<file path="src/rtl/core/wdt_pkg.sv">
`default_nettype none
package wdt_pkg;

  // function codes of an input request
  localparam logic [1:0] FUNC_TICK = 2'd0;
  localparam logic [1:0] FUNC_FEED = 2'd1;
  localparam logic [1:0] FUNC_READ = 2'd2;

  // configuration register indexes
  localparam logic [1:0] CFG_ENABLE = 2'd0;
  localparam logic [1:0] CFG_MODE   = 2'd1;
  localparam logic [1:0] CFG_RELOAD = 2'd2;

  // feed sequence bytes and reload floor
  localparam logic [7:0]  FEED_FIRST   = 8'hAA;
  localparam logic [7:0]  FEED_SECOND  = 8'h55;
  localparam logic [31:0] RELOAD_FLOOR = 32'h0000_00FF;
  localparam logic [31:0] COUNT_RESET  = 32'hFFFF_FFFF;

  typedef struct packed {
    logic [1:0] func;
    logic [7:0] feed_byte;
  } in_item_t;

  typedef struct packed {
    logic [31:0] count_now;
    logic        is_running;
    logic        timeout_seen;
    logic        interrupt_request;
    logic        reset_request;
  } out_item_t;

  // configuration as seen by the counter core
  typedef struct packed {
    logic        enable;
    logic        reset_mode;
    logic [31:0] reload;  // already raised to the floor
    logic        stop;    // high while enable is being written to 0
  } cfg_t;

endpackage
`default_nettype wire

</file>
<file path="src/rtl/core/watchdog_timer_with_feed_sequence.sv">
// Channel   Direction  Handshake                Payload
// in        request    in_valid / in_ready      in_data  (func, feed_byte)
// out       result     out_valid / out_ready    out_data (count, flags, requests)
// cfg       write      cfg_valid / cfg_ready    cfg_index, cfg_data
//
// One request per cycle unless the output stalls; its result appears in the
// output register in the cycle after acceptance. The state update and result
// are one pass of logic from the counter registers into the output register.
// Reset (rst, synchronous) clears counting, arming and timeout, sets the
// counter to all ones and the reload register to 255.
// A stalled output holds its result; in_ready stays high while it is drained.
`default_nettype none
module watchdog_timer_with_feed_sequence (
  input  wire logic              clk,
  input  wire logic              rst,
  input  wire logic              in_valid,
  output logic                   in_ready,
  input  wire wdt_pkg::in_item_t in_data,
  output logic                   out_valid,
  input  wire logic              out_ready,
  output wdt_pkg::out_item_t     out_data,
  input  wire logic              cfg_valid,
  output logic                   cfg_ready,
  input  wire logic [1:0]        cfg_index,
  input  wire logic [31:0]       cfg_data
);

  wdt_pkg::cfg_t cfg;

  wdt_cfg u_cfg (
    .clk       (clk),
    .rst       (rst),
    .cfg_valid (cfg_valid),
    .cfg_ready (cfg_ready),
    .cfg_index (cfg_index),
    .cfg_data  (cfg_data),
    .cfg       (cfg)
  );

  wdt_core u_core (
    .clk       (clk),
    .rst       (rst),
    .cfg       (cfg),
    .in_valid  (in_valid),
    .in_ready  (in_ready),
    .in_data   (in_data),
    .out_valid (out_valid),
    .out_ready (out_ready),
    .out_data  (out_data)
  );

endmodule
`default_nettype wire

</file>
<file path="src/rtl/core/wdt_cfg.sv">
`default_nettype none
module wdt_cfg (
  input  wire logic        clk,
  input  wire logic        rst,
  input  wire logic        cfg_valid,
  output logic             cfg_ready,
  input  wire logic [1:0]  cfg_index,
  input  wire logic [31:0] cfg_data,
  output wdt_pkg::cfg_t    cfg
);

  logic        enable;
  logic        reset_mode;
  logic [31:0] reload;
  logic        stop;
  logic        wr;

  assign cfg_ready = 1'b1;
  assign wr        = cfg_valid && cfg_ready;

  // counting stops at the same edge that writes enable to 0
  assign stop = wr && (cfg_index == wdt_pkg::CFG_ENABLE) && !cfg_data[0];

  // register file; reload is clamped at write time
  always_ff @(posedge clk) begin
    if (rst) begin
      enable     <= 1'b0;
      reset_mode <= 1'b0;
      reload     <= wdt_pkg::RELOAD_FLOOR;
    end else begin
      if (wr) begin
        case (cfg_index)
          wdt_pkg::CFG_ENABLE: begin
            enable <= cfg_data[0];
          end
          wdt_pkg::CFG_MODE: begin
            reset_mode <= cfg_data[0];
          end
          wdt_pkg::CFG_RELOAD: begin
            reload <= (cfg_data < wdt_pkg::RELOAD_FLOOR) ? wdt_pkg::RELOAD_FLOOR : cfg_data;
          end
          default: begin
          end
        endcase
      end
    end
  end

  assign cfg.enable     = enable;
  assign cfg.reset_mode = reset_mode;
  assign cfg.reload     = reload;
  assign cfg.stop       = stop;

endmodule
`default_nettype wire

</file>
<file path="src/rtl/core/wdt_core.sv">
`default_nettype none
module wdt_core (
  input  wire logic              clk,
  input  wire logic              rst,
  input  wire wdt_pkg::cfg_t     cfg,
  input  wire logic              in_valid,
  output logic                   in_ready,
  input  wire wdt_pkg::in_item_t in_data,
  output logic                   out_valid,
  input  wire logic              out_ready,
  output wdt_pkg::out_item_t     out_data
);

  logic [31:0] down_counter, down_counter_next;
  logic        counting, counting_next;
  logic        feed_armed, feed_armed_next;
  logic        timeout_flag, timeout_flag_next;
  logic        irq, rreq;
  logic        accept;

  // result register frees up when empty or being drained
  assign in_ready = !out_valid || out_ready;
  assign accept   = in_valid && in_ready;

  // next state for one request
  always_comb begin
    down_counter_next = down_counter;
    counting_next     = counting;
    feed_armed_next   = feed_armed;
    timeout_flag_next = timeout_flag;
    irq               = 1'b0;
    rreq              = 1'b0;
    case (in_data.func)
      wdt_pkg::FUNC_TICK: begin
        if (counting) begin
          if (down_counter == '0) begin
            timeout_flag_next = 1'b1;
            rreq              = cfg.reset_mode;
            irq               = !cfg.reset_mode;
            down_counter_next = cfg.reload;
          end else begin
            down_counter_next = down_counter - 32'd1;
          end
        end
      end
      wdt_pkg::FUNC_FEED: begin
        if (in_data.feed_byte == wdt_pkg::FEED_FIRST) begin
          feed_armed_next = 1'b1;
        end else if (in_data.feed_byte == wdt_pkg::FEED_SECOND && feed_armed) begin
          feed_armed_next   = 1'b0;
          down_counter_next = cfg.reload;
          if (cfg.enable) begin
            counting_next = 1'b1;
          end
        end else begin
          feed_armed_next = 1'b0;
        end
      end
      default: begin
        // status read and unused code leave state alone
      end
    endcase
  end

  // state registers
  always_ff @(posedge clk) begin
    if (rst) begin
      down_counter <= wdt_pkg::COUNT_RESET;
      counting     <= 1'b0;
      feed_armed   <= 1'b0;
      timeout_flag <= 1'b0;
    end else if (accept) begin
      down_counter <= down_counter_next;
      counting     <= counting_next && !cfg.stop;
      feed_armed   <= feed_armed_next;
      timeout_flag <= timeout_flag_next;
    end else if (cfg.stop) begin
      counting <= 1'b0;
    end
  end

  // result register valid
  always_ff @(posedge clk) begin
    if (rst) begin
      out_valid <= 1'b0;
    end else if (accept) begin
      out_valid <= 1'b1;
    end else if (out_ready) begin
      out_valid <= 1'b0;
    end
  end

  // result payload
  always_ff @(posedge clk) begin
    if (accept) begin
      out_data.count_now         <= down_counter_next;
      out_data.is_running        <= counting_next;
      out_data.timeout_seen      <= timeout_flag_next;
      out_data.interrupt_request <= irq;
      out_data.reset_request     <= rreq;
    end
  end

endmodule
`default_nettype wire

</file>
<file path="config.mk">
export PLATFORM = sky130hd
export DESIGN_NAME = watchdog_timer_with_feed_sequence
export DESIGN_NICKNAME = d
export VERILOG_FILES = /design/src/rtl/core/wdt_pkg.sv /design/src/rtl/core/watchdog_timer_with_feed_sequence.sv /design/src/rtl/core/wdt_cfg.sv /design/src/rtl/core/wdt_core.sv
export SDC_FILE = /design/constraint.sdc
export NUM_CORES = 1
export LEC_CHECK = 0
export BUFFER_PORTS_ARGS = -buffer_cell sky130_fd_sc_hd__buf_4
export CAP_MARGIN = 0
export CORE_ASPECT_RATIO = 1.5
export CORE_MARGIN = 1.5
export CORE_UTILIZATION = 38
export CTS_CLUSTER_DIAMETER = 80
export CTS_CLUSTER_SIZE = 24
export DETAILED_ROUTE_END_ITERATION = 10
export HOLD_SLACK_MARGIN = 0.08
export PLACE_DENSITY_LB_ADDON = 0.3
export SYNTH_ARGS = -nofsm -noshare
export SYNTH_HDL_FRONTEND = slang
export SYNTH_SLANG_ARGS = --single-unit
</file>
<file path="constraint.sdc">
create_clock -name clk -period 4.4 [get_ports clk]
set_input_delay 0.22 -clock clk [delete_from_list [all_inputs] [get_ports clk]]
set_output_delay 0.22 -clock clk [all_outputs]
set_load 0.05 [all_outputs]
</file>
# Word-level counts from Yosys, hierarchy flattened
# Index checks and enable logic that the tools add are counted.
dict set report op_classes {
  addsub 1
  magnitude_cmp 1
  n_eq_ne 5
  reduce_logical 20
  muxes 18
}
# op count
set op_table {}
lappend op_table {{$mux W32} 5}
lappend op_table {{$pmux W32 S2} 1}
lappend op_table {{$logic_not A32 Y1} 1}
lappend op_table {{$lt A32 B8 Y1 const B} 1}
lappend op_table {{$sub A32 B1 Y32 const B} 1}
lappend op_table {{$mux W1} 12}
lappend op_table {{$eq A8 B7 Y1 const B} 1}
lappend op_table {{$eq A8 B8 Y1 const B} 1}
lappend op_table {{$reduce_and A2 Y1} 4}
lappend op_table {{$logic_and A1 B1 Y1} 5}
lappend op_table {{$eq A2 B1 Y1 const B} 2}
lappend op_table {{$logic_not A1 Y1} 4}
lappend op_table {{$logic_not A2 Y1} 2}
lappend op_table {{$reduce_bool A2 Y1} 2}
lappend op_table {{$reduce_and A3 Y1} 1}
lappend op_table {{$eq A2 B2 Y1 const B} 1}
lappend op_table {{$logic_or A1 B1 Y1} 1}
dict set report totals {
  elab_cells 58
  reg_bits 106
  output_inout_bits 39
  in_bits 49
}

# Depth between registers and ports, before layout
dict set report depth {
  word_depth 7
  depth_mapped 10
}

# By module
# A second synthesis with hierarchy kept.
dict set report hier_totals {
  hier_cells 705
  area_unflattened_um2 6042.0
}
# module n_inst cells_per_inst seq_area_each_um2 area_each_um2
set by_module_without_submodules {}
lappend by_module_without_submodules {wdt_core 1 539 1801.7 4687.0}
lappend by_module_without_submodules {wdt_cfg 1 166 680.7 1355.0}

# Worst setup path after synthesis
# No wires, ideal clock.
dict set report synth_timing {
  kind {register to register}
  from {reg u_core.out_valid}
  to {reg u_core.out_data[0] (netlist name)}
  period_less_slack_ns 2.934
  setup_ns 0.414
  arrival_time_ns 2.519
  path_buffers 1
  path_slack_ns 1.466
  path_stages_with_launch 5
  t_required_ns 3.986
  cell_sequence {dfxtp_1 -> nand2b_1 -> nand2_1 -> clkinv_1 -> clkbuf_1}
}
dict set report synth_between {
  elab_chain_len 3
}
# element line
set synth_rtl {}
lappend synth_rtl {{from (decl)} wdt_core.sv:9} ;# output logic out_valid,
lappend synth_rtl {{from (signal assigned)} wdt_core.sv:85} ;# out_valid <= 1'b0;
lappend synth_rtl {{from (signal assigned)} wdt_core.sv:87} ;# out_valid <= 1'b1;
lappend synth_rtl {{from (signal assigned)} wdt_core.sv:89} ;# out_valid <= 1'b0;
lappend synth_rtl {{$logic_not A1 Y1} wdt_core.sv:22} ;# assign in_ready = !out_valid || out_ready;
lappend synth_rtl {{$logic_or A1 B1 Y1} wdt_core.sv:22}
lappend synth_rtl {{named net in_ready} watchdog_timer_with_feed_sequence.sv:17} ;# output logic in_ready,
lappend synth_rtl {{$logic_and A1 B1 Y1} wdt_core.sv:23} ;# assign accept = in_valid && in_ready;
lappend synth_rtl {{named net u_core.accept} wdt_core.sv:19} ;# logic accept;
# The timed path passes the listed nets, and every way through them passes these cells.
# A chain may end at the register's enable or synchronous reset.

# Worst setup path after layout
dict set report layout_timing {
  from {reg u_core.down_counter[21]}
  to {reg u_core.out_data[20] (netlist name)}
}
dict set report layout_between {
  elab_chain_len 4
}
# element line
set layout_rtl {}
lappend layout_rtl {{from (decl)} wdt_core.sv:14} ;# logic [31:0] down_counter, down_counter_next;
lappend layout_rtl {{from (signal assigned)} wdt_core.sv:68} ;# down_counter <= wdt_pkg::COUNT_RESET;
lappend layout_rtl {{from (signal assigned)} wdt_core.sv:73} ;# down_counter <= down_counter_next;
lappend layout_rtl {{$logic_not A32 Y1} wdt_core.sv:36} ;# if (down_counter == '0) begin
lappend layout_rtl {{$mux W32} wdt_core.sv:36}
lappend layout_rtl {{$mux W32} wdt_core.sv:35} ;# if (counting) begin
lappend layout_rtl {{$pmux W32 S2} wdt_core.sv:33} ;# case (in_data.func)
lappend layout_rtl {{named net u_core.down_counter_next[16]} wdt_core.sv:14}
# The timed path passes the listed nets, and every way through them passes these cells.

==> flow_summary.yaml <==
finish:
  fin_cells: 942
  fill_cells: 1486
  drive_gt1_frac: 0.179
  n_antenna_cell: 0
  nets: 789
  area_growth_pct: 19.0
critical_path:
  start_kind: "flop"
  worstPathRequired_ns: 4.59
  critPathTopFamily: "simple AND/OR/NAND/NOR gates"
  r2r_start: "u_core.down_counter[21]$_SDFFE_PP1P_"
  critPathBufInv: 0
  timing.rr.end: "u_core.out_data[20]$_DFFE_PP_"
  critPathArrivalTime_ns: 3.42
  rr_worst_depth: 6
  worstPathCellList: "or4_1 > nor3_2 > nand4_1 > a21oi_2 > a22oi_1 > o21ai_0"
  critPathKind: "reg2reg"
  r2r_setup_slack_ns: 1.16
  critPathCaptureType: "flop"
  slowest_delay_ns: 0.86
  slowest_stage: "a21oi_2"
  critical_path.max_fanout: 15
drt:
  antenna_left: 0
  wl_met2_um: 11000
  drtIter0Drc: 450
  drt-met1-wl_um: 8100
  dr_total_vias: 5828
  via_per_inst: 6.19
  met3_length_um: 998
  top_layer: "met4"
  wl_um: 21100
  route.detailed.drc: 0
  avgRoutedWirePerCell_um: 22.4
  first_pass_iters: 8
timing:
  rsz0062_at_grt: "false"
  finalWorstPathRequiredPeriod_ns: 3.24
  finalWorstSetupSlack_ns: 1.16
  tightest_slew_ns: 1.12
  drv_slew: 0
  tns_ns: 0
  finClkSkew_ns: 0.0130
  relSlewSlack: 0.249
  setup_violations: 0
  hold_slack_ns: 0.0973
  fin_crit_sh: 0.736
  max_clock_freq_ghz: 0.309
  hold_viol_final: 0
placed_design:
  dp_hpwl_um: 15200
  port_buffers: 86
  pre_cts_slack_ns: 1.24
  dp.cells: 926
  gp_congestion: 0.924
yosys:
  ys_ff_latch: 106
  syn_nets: 728
  ys_warn_count: 0
  yosysUniqueCellTypes: 68
  avgSynthCellArea_sq_um: 8.52
  yosysTopAreaCell: "dfxtp_1"
  synth_area_sq_um: 5770
  synth_seq_area_share: 0.430
  yosysMostFrequentCell: "nand2_1"
  synth_top_area_frac: 0.243
  async_reset_ff_frac: 0
  synth_common_cells: "nand2_1, dfxtp_1, a21oi_1, clkbuf_1"
  ys.flop_type: "dfxtp_1"
  synth-edff-count: 36
  postSynthCellCount: 677
  synth_area_leaders: "dfxtp_1, edfxtp_1, nand2_1, a21oi_1, clkbuf_1"
clocking:
  cts_hold_buf: 0
  clockBufferDepth: 2
  numCtsBuffers: 9
  cts_resized: 0
  cts.clk_slew.worst_paths_ns: 0.08
  tritoncts: "built"
  clockRootBuffer: "clkbuf_16"
  clk_latency_ns: 0.35
  cts_setup_buffers: 0
  cts.sinks: 106
  cts_max_level: 3
die:
  dieArea_sq_um: 15900
  initial_core_util: 0.386
  pin_count: 88
  rows: 55
  core_sq_um: 14900
  die_h_um: 154
  die_x_um: 104
global_routing:
  grt_max_degree: 76
  grt_pass1_vias: 5608
  antenna_found_initial: 0
  grt_usage: 0.262
  grt_overflow_total: 0
  grt_pass1_wl_um: 32200
min_path:
  hold_class: "in2reg"
  hold_start: "cfg_data[5]"
  whs_path_depth: 3
  holdPathEnd: "u_cfg.reload[5]$_SDFFE_PP1P_"
power:
  leakagePower_uw: 0.00234
  ir_drop_mv: 0.250
  swShare: 0.294
  power_density_nw_per_um2: 327
  p_seq_frac: 0.497
  comb_power_share: 0.152
  p_int_uw: 1580
  switching_power_uw: 661
  pwr-share-clk: 0.351
run:
  cap_violations: 0
run_status:
  status: "completed"
-- final cells by class --
type	instances	area [sq um]	area share
Clock buffer	11	233	0.0339
Clock inverter	5	46.3	0.00674
Inverter	9	33.8	0.00492
Multi-Input combinational cell	508	3040	0.443
Sequential cell	106	2480	0.362
Tap cell	199	249	0.0363
Timing Repair Buffer	104	781	0.114
-- per-layer routing --
layer  vias to the layer above  track usage
met5                         -            0
met4                         0        0.139
met3                        46       0.0309
met2                       250        0.470
met1                      2838        0.306
li1                       2694            -
-- power groups by stage --
stage | logic [uW] | registers, uW | clock network (uW)
floorplan | 160 | 1180 | 0
global placement | 333 | 1140 | 0
detailed placement | 339 | 1140 | 0
CTS | 340 | 1110 | 795
global route | 364 | 1120 | 838
finish | 341 | 1110 | 788
-- state kept, by name, indices dropped and copies added (netlist names) --
signal               count
u_cfg.enable             1
u_cfg.reload            32
u_cfg.reset_mode         1
u_core.counting          1
u_core.down_counter     32
u_core.feed_armed        1
u_core.out_data         36
u_core.out_valid         1
u_core.timeout_flag      1
-- how the worst max path moves through the flow --
stage,startpoint,to,slack (ns),cells past startpoint
after detailed placement,u_core.down_counter[21]$_SDFFE_PP1P_,u_core.out_data[20]$_DFFE_PP_,1.24,6
final,u_core.down_counter[21]$_SDFFE_PP1P_,u_core.out_data[20]$_DFFE_PP_,1.16,6
after global routing,u_core.down_counter[12]$_SDFFE_PP1P_,u_core.down_counter[1]$_SDFFE_PP1P_,0.97,6
after CTS,u_core.down_counter[21]$_SDFFE_PP1P_,u_core.out_data[20]$_DFFE_PP_,1.24,6
after global placement,u_core.down_counter[21]$_SDFFE_PP1P_,u_core.down_counter[1]$_SDFFE_PP1P_,1.36,6
after floorplan,u_core.out_valid$_SDFFE_PP0P_,u_core.out_data[0]$_SDFFCE_PN0P_,1.47,4
-- cells by family after synthesis --
family / synth area share
AOI/OAI and AO/OA: 0.228
buffers and inverters: 0.0438
adders and majority gates: 0.00434
muxes: 0.0126
other: 0.000650
and+or+nand+nor: 0.267
DFF: 0.430
xor gates and xnor gates: 0.0137
-- cell usage in the layout, fill, tap and decap left out, types with 10 or more instances in the layout --
| cell | Yosys | routed |
|---|---|---|
| o211ai_1 | 10 | 10 |
| nor2_1 | 36 | 36 |
| o22ai_1 | 10 | 10 |
| or3_1 | 17 | 17 |
| nand2b_1 | 11 | 11 |
| nand3_1 | 21 | 21 |
| nor4_1 | 19 | 19 |
| nand2_1 | 106 | 106 |
| nand4_1 | 17 | 17 |
| edfxtp_1 | 36 | 36 |
| a21oi_1 | 46 | 46 |
| a221oi_1 | 11 | 11 |
| dfxtp_1 | 70 | 70 |
| a22oi_1 | 11 | 11 |
| nor3_1 | 23 | 23 |
| a221o_1 | 15 | 15 |
| buf_4 | 1 | 104 |
| o21ai_0 | 28 | 28 |
-- worst min-delay path: stages --
cell and delay [ns]:
buf_4 0.09, o22ai_1 0.06, nand2b_1 0.06
-- metrics by stage --
stage / area [sq um] / util / total power (uW)
after global placement: 6590 / 0.441 / 1470
after floorplan: 5770 / - / 1340
after CTS: 6870 / 0.460 / 2250
after global routing: 6870 / 0.460 / 2320
final: 6870 / 0.460 / 2240
after detailed placement: 6590 / 0.441 / 1480
No activity file was read; power rests on OpenSTA's default activity.
